### config.mk
export PLATFORM = sky130hd
export DESIGN_NAME = double_scale_by_power_of_two
export DESIGN_NICKNAME = d
export VERILOG_FILES = /design/src/rtl/dsp2_pkg.sv /design/src/rtl/dsp2_norm.sv /design/src/rtl/double_scale_by_power_of_two.sv
export SDC_FILE = /design/constraint.sdc
export NUM_CORES = 1
export LEC_CHECK = 0
export ABC_CLOCK_PERIOD_IN_PS = 18100
export CAP_MARGIN = 20
export CORE_MARGIN = 5
export CORE_UTILIZATION = 55
export DETAILED_ROUTE_END_ITERATION = 10
export DONT_BUFFER_PORTS = 1
export PLACE_DENSITY_LB_ADDON = 0.12
export SYNTH_ARGS = -nofsm -noshare
export SYNTH_HDL_FRONTEND = slang
export SYNTH_SLANG_ARGS = --single-unit
### constraint.sdc
create_clock -name aclk -period 18.1 [get_ports aclk]
set_input_delay 0.905 -clock aclk [delete_from_list [all_inputs] [get_ports aclk]]
set_output_delay 0.905 -clock aclk [all_outputs]
set_load 0.005 [all_outputs]
### src/rtl/dsp2_pkg.sv
// shared constants and types for the double power-of-two scaler
// used by dsp2_norm and double_scale_by_power_of_two
package dsp2_pkg;
    localparam int FracW = 52;
    localparam int ExpW  = 11;
    localparam int DataW = 64;
    localparam int ScaleW = 32;
    localparam int LzW   = 6;
    localparam int DefaultSlots = 2;

    localparam logic [ExpW-1:0] ExpAllOnes = 11'h7ff;

    // control carried alongside each item through the pipeline
    typedef struct packed {
        logic pass;        // nan, inf or zero: output equals input
        logic sgn;
    } dsp2_ctl_t;
endpackage

### src/rtl/dsp2_norm.sv
// leading-zero count and left shift of a subnormal fraction, two registered stages
// depends on dsp2_pkg
module dsp2_norm (
    input  logic                       aclk,
    input  logic                       en,
    input  logic [dsp2_pkg::FracW-1:0] frac_in,
    output logic [dsp2_pkg::LzW-1:0]   lz_out,
    output logic [dsp2_pkg::FracW:0]   man_out
);
    import dsp2_pkg::*;

    logic [FracW-1:0] frac_reg;
    logic [LzW-1:0]   lz_reg, lz_next;
    logic [LzW-1:0]   lz2_reg;
    logic [FracW:0]   man_reg;

    // count of zeros above the leading one, counted from bit 52
    always_comb begin
        lz_next = LzW'(FracW);
        for (int i = 0; i < FracW; i++) begin
            if (frac_in[i]) lz_next = LzW'(FracW - i);
        end
    end

    always_ff @(posedge aclk) begin
        if (en) begin
            frac_reg <= frac_in;
            lz_reg   <= lz_next;
            lz2_reg  <= lz_reg;
            man_reg  <= {1'b0, frac_reg} << lz_reg;
        end
    end

    // count is delayed so it lines up with the shifted significand
    assign lz_out  = lz2_reg;
    assign man_out = man_reg;
endmodule

### src/rtl/double_scale_by_power_of_two.sv
// scales a raw binary64 pattern by two to a signed power
// one item per cycle sustained while the output is not stalled (m_tvalid high, m_tready low)
// a stall freezes all stages together; the output register is the last stage
// aresetn clears the stage valid bits only; no other state
// depends on dsp2_pkg and dsp2_norm
module double_scale_by_power_of_two (
    input  logic        aclk,
    input  logic        aresetn,
    input  logic        s_tvalid,
    output logic        s_tready,
    input  logic [95:0] s_tdata,   // value_bits [63:0], scale [95:64]
    output logic        m_tvalid,
    input  logic        m_tready,
    output logic [63:0] m_tdata    // result_bits [63:0]
);
    import dsp2_pkg::*;

    localparam int NV = DefaultSlots + 2;
    localparam int SumW = 34;

    logic [NV-1:0] vld_reg;
    logic          en;

    assign en       = !vld_reg[NV-1] || m_tready;
    assign s_tready = en;
    assign m_tvalid = vld_reg[NV-1];

    always_ff @(posedge aclk) begin
        if (!aresetn) vld_reg <= '0;
        else if (en) vld_reg <= {vld_reg[NV-2:0], s_tvalid};
    end

    // stage 1: decode
    logic [DataW-1:0] s_val;
    logic [ExpW-1:0]  s_exp;
    assign s_val = s_tdata[63:0];
    assign s_exp = s_val[62:52];

    dsp2_ctl_t        c1_reg, c2_reg, c3_reg;
    logic [DataW-1:0] v1_reg, v2_reg, v3_reg;
    logic             sub1_reg, sub2_reg;
    logic [ExpW-1:0]  e1_reg, e2_reg;
    logic signed [ScaleW-1:0] p1_reg, p2_reg;
    logic [FracW-1:0] f1_reg, f2_reg;

    always_ff @(posedge aclk) begin
        if (en) begin
            c1_reg.pass <= (s_exp == ExpAllOnes) || (s_val[62:0] == '0);
            c1_reg.sgn  <= s_val[63];
            v1_reg      <= s_val;
            sub1_reg    <= (s_exp == '0);
            e1_reg      <= s_exp;
            p1_reg      <= s_tdata[95:64];
            f1_reg      <= s_val[FracW-1:0];
            c2_reg <= c1_reg; v2_reg <= v1_reg; sub2_reg <= sub1_reg;
            e2_reg <= e1_reg; p2_reg <= p1_reg; f2_reg <= f1_reg;
        end
    end

    logic [LzW-1:0] lz;
    logic [FracW:0] nman;
    dsp2_norm u_norm (
        .aclk(aclk), .en(en), .frac_in(s_val[FracW-1:0]),
        .lz_out(lz), .man_out(nman)
    );

    // stage 3: new exponent and significand
    logic signed [SumW-1:0] ne_next, ne_reg;
    logic [FracW:0]         m_next, m3_reg;
    always_comb begin
        if (sub2_reg) begin
            ne_next = SumW'(1) - SumW'(lz) + SumW'(p2_reg);
            m_next  = nman;
        end else begin
            ne_next = SumW'(e2_reg) + SumW'(p2_reg);
            m_next  = {1'b1, f2_reg};
        end
    end

    always_ff @(posedge aclk) begin
        if (en) begin
            c3_reg <= c2_reg; v3_reg <= v2_reg;
            ne_reg <= ne_next; m3_reg <= m_next;
        end
    end

    // stage 4: pack
    logic [DataW-1:0] r_next, r_reg;
    logic [SumW-1:0]  sh;
    always_comb begin
        sh = SumW'(1) - ne_reg;
        if (c3_reg.pass) r_next = v3_reg;
        else if (ne_reg >= SumW'(2047)) r_next = {c3_reg.sgn, ExpAllOnes, 52'd0};
        else if (ne_reg <= -SumW'(52))  r_next = {c3_reg.sgn, 63'd0};
        else if (ne_reg <= 0)
            r_next = {c3_reg.sgn, 10'd0, m3_reg >> sh[5:0]};
        else r_next = {c3_reg.sgn, ne_reg[10:0], m3_reg[FracW-1:0]};
    end

    always_ff @(posedge aclk) begin
        if (en) r_reg <= r_next;
    end
    assign m_tdata = r_reg;
endmodule

# Word-level counts from Yosys, hierarchy flattened
# Index checks and enable logic that the tools add are counted.
[word_totals]
out_inout_bits = 66
ff_bits = 610
in_bits = 100
word_cells = 104
[op_classes]
add_sub_neg = 4
eq_ne = 1
n_reduce_logical = 9
mux = 56
n_shift = 2
order_cmp = 3
[op_table]
columns = ["op", "n"]
rows = [
  ["63-bit 2-to-1 mux", 3],
  ["5-bit 2-to-1 mux", 32],
  ["64-bit 2-to-1 mux", 1],
  ["63-bit logical NOT", 1],
  ["52-bit by 6-bit left shift with 53-bit output", 1],
  ["53-bit by 6-bit right shift with 53-bit output", 1],
  ["52-bit 2-to-1 mux", 1],
  ["34-bit by 12-bit greater-or-equal comparator with 1-bit output (second input constant)", 1],
  ["34-bit by 1-bit less-or-equal comparator with 1-bit output (second input constant)", 1],
  ["34-bit by 7-bit less-or-equal comparator with 1-bit output (second input constant)", 1],
  ["34-bit 2-to-1 mux", 1],
  ["12-bit by 32-bit adder with 33-bit output", 1],
  ["7-bit by 32-bit adder with 33-bit output", 1],
  ["4-bit 2-to-1 mux", 8],
  ["31-bit OR reduction", 1],
  ["3-bit 2-to-1 mux", 8],
  ["15-bit OR reduction", 1],
  ["11-bit == test (second input constant)", 1],
  ["11-bit logical NOT", 1],
  ["7-bit OR reduction", 1],
  ["1-bit by 6-bit subtractor with 7-bit output (first input constant)", 1],
  ["2-bit by 6-bit subtractor with 6-bit output (first input constant)", 1],
  ["2-bit 2-to-1 mux", 2],
  ["3-bit OR reduction", 1],
  ["other kinds (2)", 3],
]

# Logic depth before layout (Yosys ltp)
# Gate-level depths: netlist of the first run.
[depth]
word_depth = 50
ltp_mapped = 14
mapped_depth_nobuf = 14

# Modules after synthesis
# A second synthesis of the first run with hierarchy kept.
[unflattened]
hier_cells = 2133
hier_area_um2 = 27321.2
[by_module_without_submodules]
columns = ["mod", "cells_each", "n_inst", "area_each_um2", "seq_area_each_um2"]
rows = [
  ["double_scale_by_power_of_two", 1434, 1, 19453.7, 12421.9],
  ["dsp2_norm", 699, 1, 7867.5, 3513.4],
]

# Worst setup path after synthesis of the first run
# No wires, ideal clock.
[synth_path]
kind = "input to register"
startpoint = "input port m_tready"
endpoint = "register vld_reg[3]"
stages = 3
path_slack_ns = 2.282
required_ns = 17.392
arrival_ns = 15.109
n_path_buf = 1
setup_time_ns = 0.708
path_cell_list = "nand2b_1 -> clkbuf_1 -> a21boi_0"
[synth_between]
elab_chain_cells = 1
[synth_rtl]
columns = ["item", "line_no", "text"]
rows = [
  ["start, declared", "double_scale_by_power_of_two.sv:13", "input logic m_tready,"],
  ["1-bit logical OR", "double_scale_by_power_of_two.sv:24", "assign en = !vld_reg[NV-1] || m_tready;"],
  ["named net s_tready", "double_scale_by_power_of_two.sv:10", "output logic s_tready,"],
  ["end signal, assigned", "double_scale_by_power_of_two.sv:30", "else if (en) vld_reg <= {vld_reg[NV-2:0], s_tvalid};"],
  ["end, declared", "double_scale_by_power_of_two.sv:21", "logic [NV-1:0] vld_reg;"],
]
# The timed path passes the listed nets, and every way through them passes these cells.
# A chain may end at the register's enable or synchronous reset.

# Worst setup path after layout of the first run
[layout_path]
startpoint = "register sub2_reg"
endpoint = "register ne_reg[30], data pin"
[layout_between]
elab_chain_cells = 1
[layout_rtl]
columns = ["item", "line_no", "text"]
rows = [
  ["start, declared", "double_scale_by_power_of_two.sv:41", "logic sub1_reg, sub2_reg;"],
  ["start signal, assigned", "double_scale_by_power_of_two.sv:55", "c2_reg <= c1_reg; v2_reg <= v1_reg; sub2_reg <= sub1_reg;"],
  ["34-bit 2-to-1 mux", "double_scale_by_power_of_two.sv:71", "if (sub2_reg) begin"],
  ["named net ne_next[30]", "double_scale_by_power_of_two.sv:68", "logic signed [SumW-1:0] ne_next, ne_reg;"],
  ["end signal, assigned", "double_scale_by_power_of_two.sv:83", "ne_reg <= ne_next; m3_reg <= m_next;"],
  ["end, declared", "double_scale_by_power_of_two.sv:68", ""],
]
# The timed path passes the listed nets, and every way through them passes these cells.

==> flow_summary_export.csv, run 1 <==
group,metric,value,unit
synthesis,synth_top_area_frac,0.577,
status,outcome,"complete, no violations",
drt,ant_nets,0,
job,max_cap_violations,0,
power_and_ir_drop,clockPowerShare,0.313,
critical_path,reg2regPathDepth,12,
synthesis,syn_area,0.0248,sq mm
floorplan,die_w,222,um
timing,fin_tns_setup,0,ns
synthesis,synthArstFlopShare,0,
timing,final_max_slew_viol_count,0,
drt,totalWireLength,64.6,mm
critical_path,crit_arrival,5.08,ns
floorplan,core-area,0.0444,sq mm
power_and_ir_drop,p_per_area,121,mW/mm^2
place,port_buffers,0,
clocking,post-cts-setup-buffer-count,0,
drt,drc_errors,0,
final_layout,largest_reg_flops,64,
critical_path,max_stage_delay,0.68,ns
global_routing,grtUsageTotal,0.257,
timing,min_period,4.74,ns
final_layout,nNetsFinal,1993,
synthesis,yosys_warnings,0,
critical_path,crit_chain,"buf_4 > o21ai_0 > inv_1 > ha_1 > a21o_1 > a21o_1 > a32oi_1 > o211a_1 > o21ai_1 > o41ai_1 > o21ai_1 > xnor2_1",
power_and_ir_drop,p_leak,9.86,nW
clocking,cts_max_path_buffers,3,
final_layout,area_growth,8.44,%
critical_path,crit_cells,12,
synthesis,synth_flop_cell,"edfxtp_1",
place,hpwl,47.0,mm
floorplan,initial_core_util,0.558,
critical_path,cp-end-kind,"flip-flop",
power_and_ir_drop,pwr-share-seq,0.443,
global_routing,met3_usage,0.0433,
synthesis,syn_nets,2030,
clocking,clk_pin_slew,0.07,ns
floorplan,rows,77,
clocking,worstSkewPairLatency,0.59,ns
global_routing,grt_use_met1,0.391,
critical_path,cp_max_fo,67,
global_routing,gr-max-usage-layer,"met2",
final_layout,regArea,0.0144,sq mm
global_routing,grt_overflow_total,0,
synthesis,yosysSeqAreaShare,0.580,
drt,avgRoutedWirePerCell,26.0,um
global_routing,use_met2,0.394,
critical_path,cp.buffers_inverters,2,
clocking,hold_buffers,0,
critical_path,critPathTopFamily,"compound AO/OA/AOI/OAI gates",
final_layout,n_antenna_cell,0,
critical_path,cp.required,18.44,ns
timing,rsz0062_at_grt,"false",
floorplan,dieArea,0.0494,sq mm
clocking,cts_sinks,480,
clocking,cts_made_buffers,48,
critical_path,criticalPathCategory,"flip-flop to flip-flop",
synthesis,yosysUniqueCellTypes,75,
drt,viasPerCell,6.42,
final_layout,multi_input_area,0.00977,sq mm
floorplan,pin_count,166,
drt,vias,15983,
power_and_ir_drop,p_comb_frac,0.244,
timing,slew_headroom,0.333,
place,gp_congestion,0.949,
global_routing,first_global_vias,15631,
global_routing,antenna_found_initial,0,
timing,hold_viol_final,0,
power_and_ir_drop,p_sw_frac,0.301,
final_layout,drive_gt1_frac,0.167,
drt,dr.pass1.iters,5,
global_routing,grt_pass1_wl,98.1,mm
drt,drt_iter0_markers,2044,
timing,worst_pin_slew,1.00,ns
synthesis,ys_seq_elements,480,
clocking,htreeDepth,2,
critical_path,critPathLaunchType,"flip-flop",
place,dpl-instance-area,0.0252,sq mm
synthesis,synth_largest_area_cell,"edfxtp_1",
worst_hold_path,hp-class,"input port to flip-flop",
global_routing,grt_max_degree,82,
timing,finClkSkew,0.0186,ns
power_and_ir_drop,net-switching-power,0.975,mW
timing,setup_viol,0,
final_layout,post-route-util,0.605,
synthesis,synth_edf_count,476,
final_layout,fillerInstances,3447,
synthesis,synth_cells,1894,
power_and_ir_drop,internal-power,2.26,mW
final_layout,postLayoutCellArea,0.0269,sq mm
clocking,cts_resized,0,
clocking,cts_tree,"done",
timing,clock.fmax,0.211,GHz
power_and_ir_drop,ir_worst_vdd,76.7,uV
worst_hold_path,hold_depth,0,
timing,post-route-period-util,0.262,
synthesis,yosys-top-cells-area,"edfxtp_1, mux4_2, mux2_2",
floorplan,die_y,222,um
critical_path,cpMaxStageDelayCell,"inv_1",
critical_path,r2r_setup_slack,13.36,ns
clocking,cts-root-buf,"clkbuf_16",
synthesis,syn_area_per_cell,13.1,sq um
path summary, 6_finish.rpt:
check,start,to
max reg2reg,sub2_reg,ne_reg[30]
min reg2reg,v1_reg[61],v2_reg[61]
min,s_tdata[23],v1_reg[23]
max,sub2_reg,ne_reg[30]
cell usage in the layout, fill, tap and decap left out, types with 38 or more instances in the layout:
cell type	instances
a21oi_1	107
inv_1	41
nor2_1	170
o21ai_1	43
clkbuf_16	49
mux2i_1	98
edfxtp_1	476
mux2_2	109
nor3_1	38
mux4_2	93
o21ai_0	82
nand2_1	175
power groups by stage:
stage	registers, mW	logic (mW)	clock network, mW
2_1_floorplan	1.42	0.581	0
3_3_place_gp	1.45	0.778	0
3_5_place_dp	1.46	0.778	0
4_1_cts	1.43	0.781	1.03
5_1_grt	1.44	0.842	1.08
6_report	1.43	0.790	1.01
synth_stat cells, types with 3 or more instances:
library cell    n
nand2_1       175
buf_1          23
o21bai_1        6
o21ai_1        43
nand4_1        11
a22oi_1        23
or4_1           4
nor4_1         21
o221ai_1        6
a21boi_0        5
buf_4           6
nor2b_1         8
a221o_1        11
buf_2          21
or3_1           6
o21ai_0        82
nor3_1         38
mux4_2         93
o211ai_1       10
xor2_1          6
o311a_1         3
a211oi_1       19
o22a_1          4
inv_1          41
clkbuf_1       60
a211o_1         5
nand2b_1        9
and3_1          7
dfxtp_1         4
ha_1           35
a21oi_1       107
mux2i_1        98
o21a_1         10
o22ai_1        22
a21o_1         12
a31oi_1        11
o31ai_1         6
xnor2_1        23
buf_6           3
nand3_1        16
mux2_2        109
edfxtp_1      476
nor2_1        170
worst reg2reg max path, stage by stage (launching register included):
cell      delay (ns)
edfxtp_1        0.33
buf_4           0.63
o21ai_0         0.50
inv_1           0.68
ha_1            0.43
a21o_1          0.21
a21o_1          0.18
a32oi_1         0.22
o211a_1         0.23
o21ai_1         0.14
o41ai_1         0.60
o21ai_1         0.17
xnor2_1         0.16
logic make-up after synthesis:
kind of cell             share of synthesized area
AND/OR/NAND/NOR                             0.0844
buffers and inverters                       0.0267
flip-flops                                   0.580
XOR/XNOR                                    0.0116
multiplexers                                 0.174
AO/OA/AOI/OAI                                0.104
adder cells (fa/ha/maj)                     0.0185
routing by layer:
layer  wire length, um  part of all wire
met2             29400              0.46
met1             28700              0.44
met5                 0                 0
met3              4990             0.077
met4              1470             0.023
area by class of cell:
cell class / count / share of cell area
Timing Repair Buffer: 26 / 0.00727
Clock inverter: 24 / 0.0113
Sequential cell: 480 / 0.535
Clock buffer: 65 / 0.0486
Tap cell: 592 / 0.0276
Inverter: 44 / 0.00615
Multi-Input combinational cell: 1257 / 0.364
stage by stage:
stage	power (mW)	hold WS [ns]	instances	setup WS, ns
after global placement	2.23	0.402	2399	13.54
after detailed placement	2.23	0.406	2399	13.45
final	3.24	0.403	2488	13.36
after CTS	3.25	0.367	2488	13.43
after floorplan	2.00	0.400	1894	2.28
after global routing	3.37	0.372	2488	13.00
(Power assumes the default switching activity.)
==> run 2: changes to the inputs <==
- ABC_CLOCK_PERIOD_IN_PS: 18100 -> 3850
- clock period: 18.1 -> 3.85 ns (I/O delays scaled with it)
==> run 2 against run 1 <==
Compared with the run above:
- critical path type unchanged
- register-to-register slack got worse by 13 ns
- die area unchanged
- global-route usage rose by 1.6 points
==> flow_summary_export.csv, run 2 (synthesis gave the netlist of run 1 again) <==
group,metric,value,unit
status,outcome,"complete, no violations",
clocking,cts_sinks,480,
timing,rsz0062_at_grt,"true",
final_layout,area_growth,15.1,%
critical_path,cp-end-kind,"flip-flop",
timing,post-route-period-util,0.960,
global_routing,gr-max-usage-layer,"met2",
power_and_ir_drop,clockPowerShare,0.331,
place,place_ws,-0.0427,ns
drt,drt_iter0_markers,2052,
global_routing,grt_overflow_total,0,
timing,worst_pin_slew,1.07,ns
drt,vias,16767,
job,max_cap_violations,0,
floorplan,core-area,0.0444,sq mm
timing,holdWs,0.0421,ns
timing,clock.fmax,0.271,GHz
clocking,htreeDepth,2,
timing,finClkSkew,0.0197,ns
global_routing,grt_pass1_wl,104,mm
final_layout,largest_reg_flops,64,
floorplan,rows,77,
critical_path,r2r_start,"u_norm.lz_out[3]",
worst_hold_path,hp-class,"input port to flip-flop",
drt,viasPerCell,6.38,
clocking,cts-root-buf,"clkbuf_16",
global_routing,grt_max_degree,105,
global_routing,grt_use_met1,0.415,
final_layout,fillerInstances,3297,
timing,min_period,3.70,ns
power_and_ir_drop,p_leak,10.6,nW
timing,final_max_slew_viol_count,0,
timing,slew_headroom,0.284,
power_and_ir_drop,p_sw_frac,0.300,
floorplan,dieArea,0.0494,sq mm
timing,hold_viol_final,0,
critical_path,r2r_setup_slack,0.15,ns
drt,drc_errors,0,
power_and_ir_drop,p_per_area,566,mW/mm^2
place,port_buffers,0,
clocking,clk_pin_slew,0.06,ns
floorplan,die_y,222,um
worst_hold_path,min_from,"s_tdata[47]",
clocking,cts_made_buffers,50,
clocking,cts_tree,"done",
final_layout,drive_gt1_frac,0.182,
timing,setup_viol,0,
final_layout,n_antenna_cell,0,
critical_path,critPathLaunchType,"flip-flop",
place,hpwl,50.2,mm
timing,setup_ws,0.154,ns
power_and_ir_drop,p_comb_frac,0.249,
critical_path,cp.required,4.20,ns
drt,totalWireLength,68.9,mm
clocking,worstSkewPairLatency,0.61,ns
clocking,cts_max_path_buffers,3,
floorplan,pin_count,166,
power_and_ir_drop,total_power,16.1,mW
drt,ant_nets,0,
power_and_ir_drop,net-switching-power,4.83,mW
global_routing,met3_usage,0.0454,
critical_path,criticalPathCategory,"flip-flop to flip-flop",
floorplan,initial_core_util,0.558,
place,gp_congestion,0.954,
floorplan,die_w,222,um
critical_path,cp-startpoint,"u_norm.lz_out[3]",
critical_path,crit_arrival,4.05,ns
power_and_ir_drop,ir_worst_vdd,409,uV
power_and_ir_drop,pwr-share-seq,0.420,
power_and_ir_drop,internal-power,11.3,mW
drt,avgRoutedWirePerCell,26.2,um
global_routing,use_met2,0.415,
global_routing,antenna_found_initial,0,
drt,dr.pass1.iters,7,
global_routing,first_global_vias,16444,
critical_path,cp_max_fo,6,
final_layout,nNetsFinal,2132,
global_routing,grtUsageTotal,0.273,
final_layout,final_cell_mix,"edfxtp_1, nand2_1, nor2_1, mux2_2, a21oi_1",
final_layout,final_common_cell,"edfxtp_1",
run 2: metal layers:
metal	share of wire	vias to the layer above
met4	0.026	0
li1	-	7583
met3	0.081	103
met2	0.46	801
met5	0	-
met1	0.44	8280
run 2: area by class of cell:
type | instances | area [sq um] | share of cell area
timing repair buffer | 163 | 1580 | 0.0555
inverter | 44 | 165 | 0.00580
sequential | 480 | 14400 | 0.504
clock buffer | 58 | 1310 | 0.0460
multi-input combinational | 1257 | 9790 | 0.344
tap | 592 | 741 | 0.0260
clock inverter | 35 | 527 | 0.0185
run 2: repair_timing:
| action | CTS | global route |
|---|---|---|
| endpoints found under the setup margin | 2 | 6 |
| hold buffers | 98 | 0 |
| pin swaps | 0 | 1 |
| endpoints found under the hold margin | 108 | 0 |
| resized for setup | 1 | 3 |
| buffers inserted | 0 | 4 |
run 2: path summary, 6_finish.rpt:
path | end | cells after the start
min | u_norm.lz_reg[0] | 4
max | ne_reg[29] | 14
max reg2reg | ne_reg[29] | 14
min reg2reg | v2_reg[61] | 0
run 2: stage by stage:
stage	utilization	instance area, sq um	TNS [ns]	std cells
after CTS	0.640	28400	0	2625
after floorplan	-	24800	0	1894
after global routing	0.642	28500	-0.0524	2629
final	0.642	28500	0	2629
after global placement	0.577	25600	0	2434
after detailed placement	0.577	25600	-0.0524	2434
run 2: critical path, cell delays in order (launching register included):
cell      delay (ns)
edfxtp_1        0.42
nor2_1          0.17
nand3_1         0.12
o21ai_0         0.15
buf_4           0.17
o21ai_0         0.09
ha_1            0.34
a21o_1          0.20
a2111o_1        0.41
a31o_1          0.27
a211oi_2        0.31
o31ai_2         0.14
a41oi_2         0.29
nor3_1          0.08
a311o_1         0.29
run 2: power groups by stage:
stage | sequential (mW) | clock, mW | combinational [mW]
after global routing | 6.82 | 5.64 | 4.26
after global placement | 6.86 | 0 | 3.85
after CTS | 6.76 | 5.42 | 3.96
after detailed placement | 6.87 | 0 | 3.85
after floorplan | 6.62 | 0 | 2.73
final | 6.77 | 5.33 | 4.01
==> run 3: changes to the inputs <==
- ABC_CLOCK_PERIOD_IN_PS: 3850 -> 4600
- clock period: 3.85 -> 4.6 ns (I/O delays scaled with it)
==> run 3 against run 2 <==
Compared with the run above:
- critical path depth decreased by 1
- sequential power decreased by 16%
- worst hold slack got worse by 0.0042 ns
- non-clock buffer count down 24
- largest cell class unchanged
- highest routed layer unchanged
==> flow_summary_export.csv, run 3 (synthesis gave the netlist of run 1 again) <==
group,metric,value,unit
place,dpl-instance-area,0.0254,sq mm
critical_path,cp_max_fo,16,
floorplan,pin_count,166,
timing,rsz0062_at_grt,"false",
global_routing,first_global_vias,16069,
timing,setup_ws,0.348,ns
final_layout,largest_reg_flops,64,
critical_path,crit_arrival,4.72,ns
power_and_ir_drop,internal-power,8.80,mW
clocking,htreeDepth,2,
timing,setup_viol,0,
status,outcome,"complete, no violations",
timing,min_period,4.25,ns
floorplan,core-area,0.0444,sq mm
floorplan,dieArea,0.0494,sq mm
timing,fin_tns_setup,0,ns
place,place_ws,0.475,ns
timing,holdWs,0.0379,ns
worst_hold_path,min_from,"s_tdata[32]",
critical_path,cp-end-kind,"flip-flop",
place,hpwl,48.7,mm
critical_path,cp-startpoint,"u_norm.lz_out[3]",
power_and_ir_drop,ir_worst_vdd,309,uV
power_and_ir_drop,net-switching-power,3.94,mW
timing,worst_pin_slew,0.920,ns
drt,ant_nets,0,
timing,clock.fmax,0.235,GHz
job,max_cap_violations,0,
floorplan,rows,77,
place,port_buffers,0,
floorplan,initial_core_util,0.558,
critical_path,r2r_start,"u_norm.lz_out[3]",
timing,post-route-period-util,0.924,
power_and_ir_drop,pwr-share-seq,0.444,
final_layout,multi_input_area,0.00977,sq mm
timing,hold_viol_final,0,
global_routing,grtUsageTotal,0.265,
global_routing,grt_max_degree,142,
final_layout,regArea,0.0144,sq mm
critical_path,cp.required,5.06,ns
drt,vias,16605,
global_routing,grt_pass1_wl,101,mm
drt,avgRoutedWirePerCell,25.7,um
power_and_ir_drop,clockPowerShare,0.300,
critical_path,r2r_setup_slack,0.35,ns
final_layout,postLayoutCellArea,0.0279,sq mm
clocking,cts_max_path_buffers,3,
drt,viasPerCell,6.39,
final_layout,final_common_cell,"edfxtp_1",
final_layout,n_antenna_cell,0,
clocking,cts-root-buf,"clkbuf_16",
clocking,cts_tree,"done",
clocking,cts_sinks,480,
timing,final_max_slew_viol_count,0,
timing,finClkSkew,0.0172,ns
worst_hold_path,hp-class,"input port to flip-flop",
final_layout,nNetsFinal,2107,
global_routing,grt_overflow_total,0,
drt,drt_iter0_markers,2019,
clocking,cts_made_buffers,49,
place,dp_cells,2414,
clocking,post-cts-setup-buffer-count,0,
final_layout,fillerInstances,3330,
drt,drc_errors,0,
floorplan,die_w,222,um
clocking,worstSkewPairLatency,0.60,ns
final_layout,drive_gt1_frac,0.165,
timing,slew_headroom,0.371,
place,gp_congestion,0.997,
power_and_ir_drop,p_sw_frac,0.309,
power_and_ir_drop,p_comb_frac,0.255,
critical_path,criticalPathCategory,"flip-flop to flip-flop",
floorplan,die_y,222,um
drt,totalWireLength,66.9,mm
power_and_ir_drop,p_leak,10.3,nW
clocking,clk_pin_slew,0.06,ns
final_layout,final_cell_mix,"edfxtp_1, nand2_1, nor2_1, mux2_2, a21oi_1",
global_routing,antenna_found_initial,0,
final_layout,area_growth,12.8,%
power_and_ir_drop,p_per_area,456,mW/mm^2
final_layout,fin_cells,2599,
drt,dr.pass1.iters,7,
critical_path,critPathLaunchType,"flip-flop",
final_layout,post-route-util,0.629,
power_and_ir_drop,total_power,12.7,mW
run 3: area by class of cell:
class                   count  share of cell area
clock inverters            29             0.00963
multi-input cells        1257               0.350
clock buffers              58              0.0451
inverters                  44             0.00591
well taps                 592              0.0265
flip-flops and latches    480               0.515
repair buffers            139              0.0484
run 3: power groups by stage:
stage | combinational [mW] | clock [mW] | sequential (mW)
floorplan | 2.29 | 0 | 5.54
CTS | 3.21 | 3.89 | 5.66
finish | 3.25 | 3.82 | 5.66
global route | 3.46 | 4.08 | 5.70
detailed placement | 3.12 | 0 | 5.75
global placement | 3.13 | 0 | 5.73
run 3: critical path, cell delays in order (launching register included):
cell and delay [ns]:
edfxtp_1 0.43, nor2_1 0.15, nand3_1 0.11, o21ai_0 0.53, inv_1 0.29, buf_4 0.28
ha_1 0.38, o211ai_1 0.14, nor3_1 0.40, a211oi_2 0.15, o31ai_1 0.45, a41oi_2 0.26
or4_1 0.45, nand3_1 0.08
run 3: path summary, 6_finish.rpt:
kind	endpoint	cells after the start
hold reg to reg	p2_reg[4]	0
setup reg to reg	ne_reg[31]	13
setup / recovery	ne_reg[31]	13
hold / removal	u_norm.lz_reg[1]	2
run 3: repair_timing:
item	4_1_cts	5_1_grt
hold buffers	98	0
hold endpoints to repair	107	0
resized for setup	0	0
run 3: routing by layer:
metal | track usage | wire [um]
met4 | 0.0624 | 1620
met3 | 0.0439 | 5220
met2 | 0.404 | 30500
met1 | 0.406 | 29600
met5 | 0 | 0
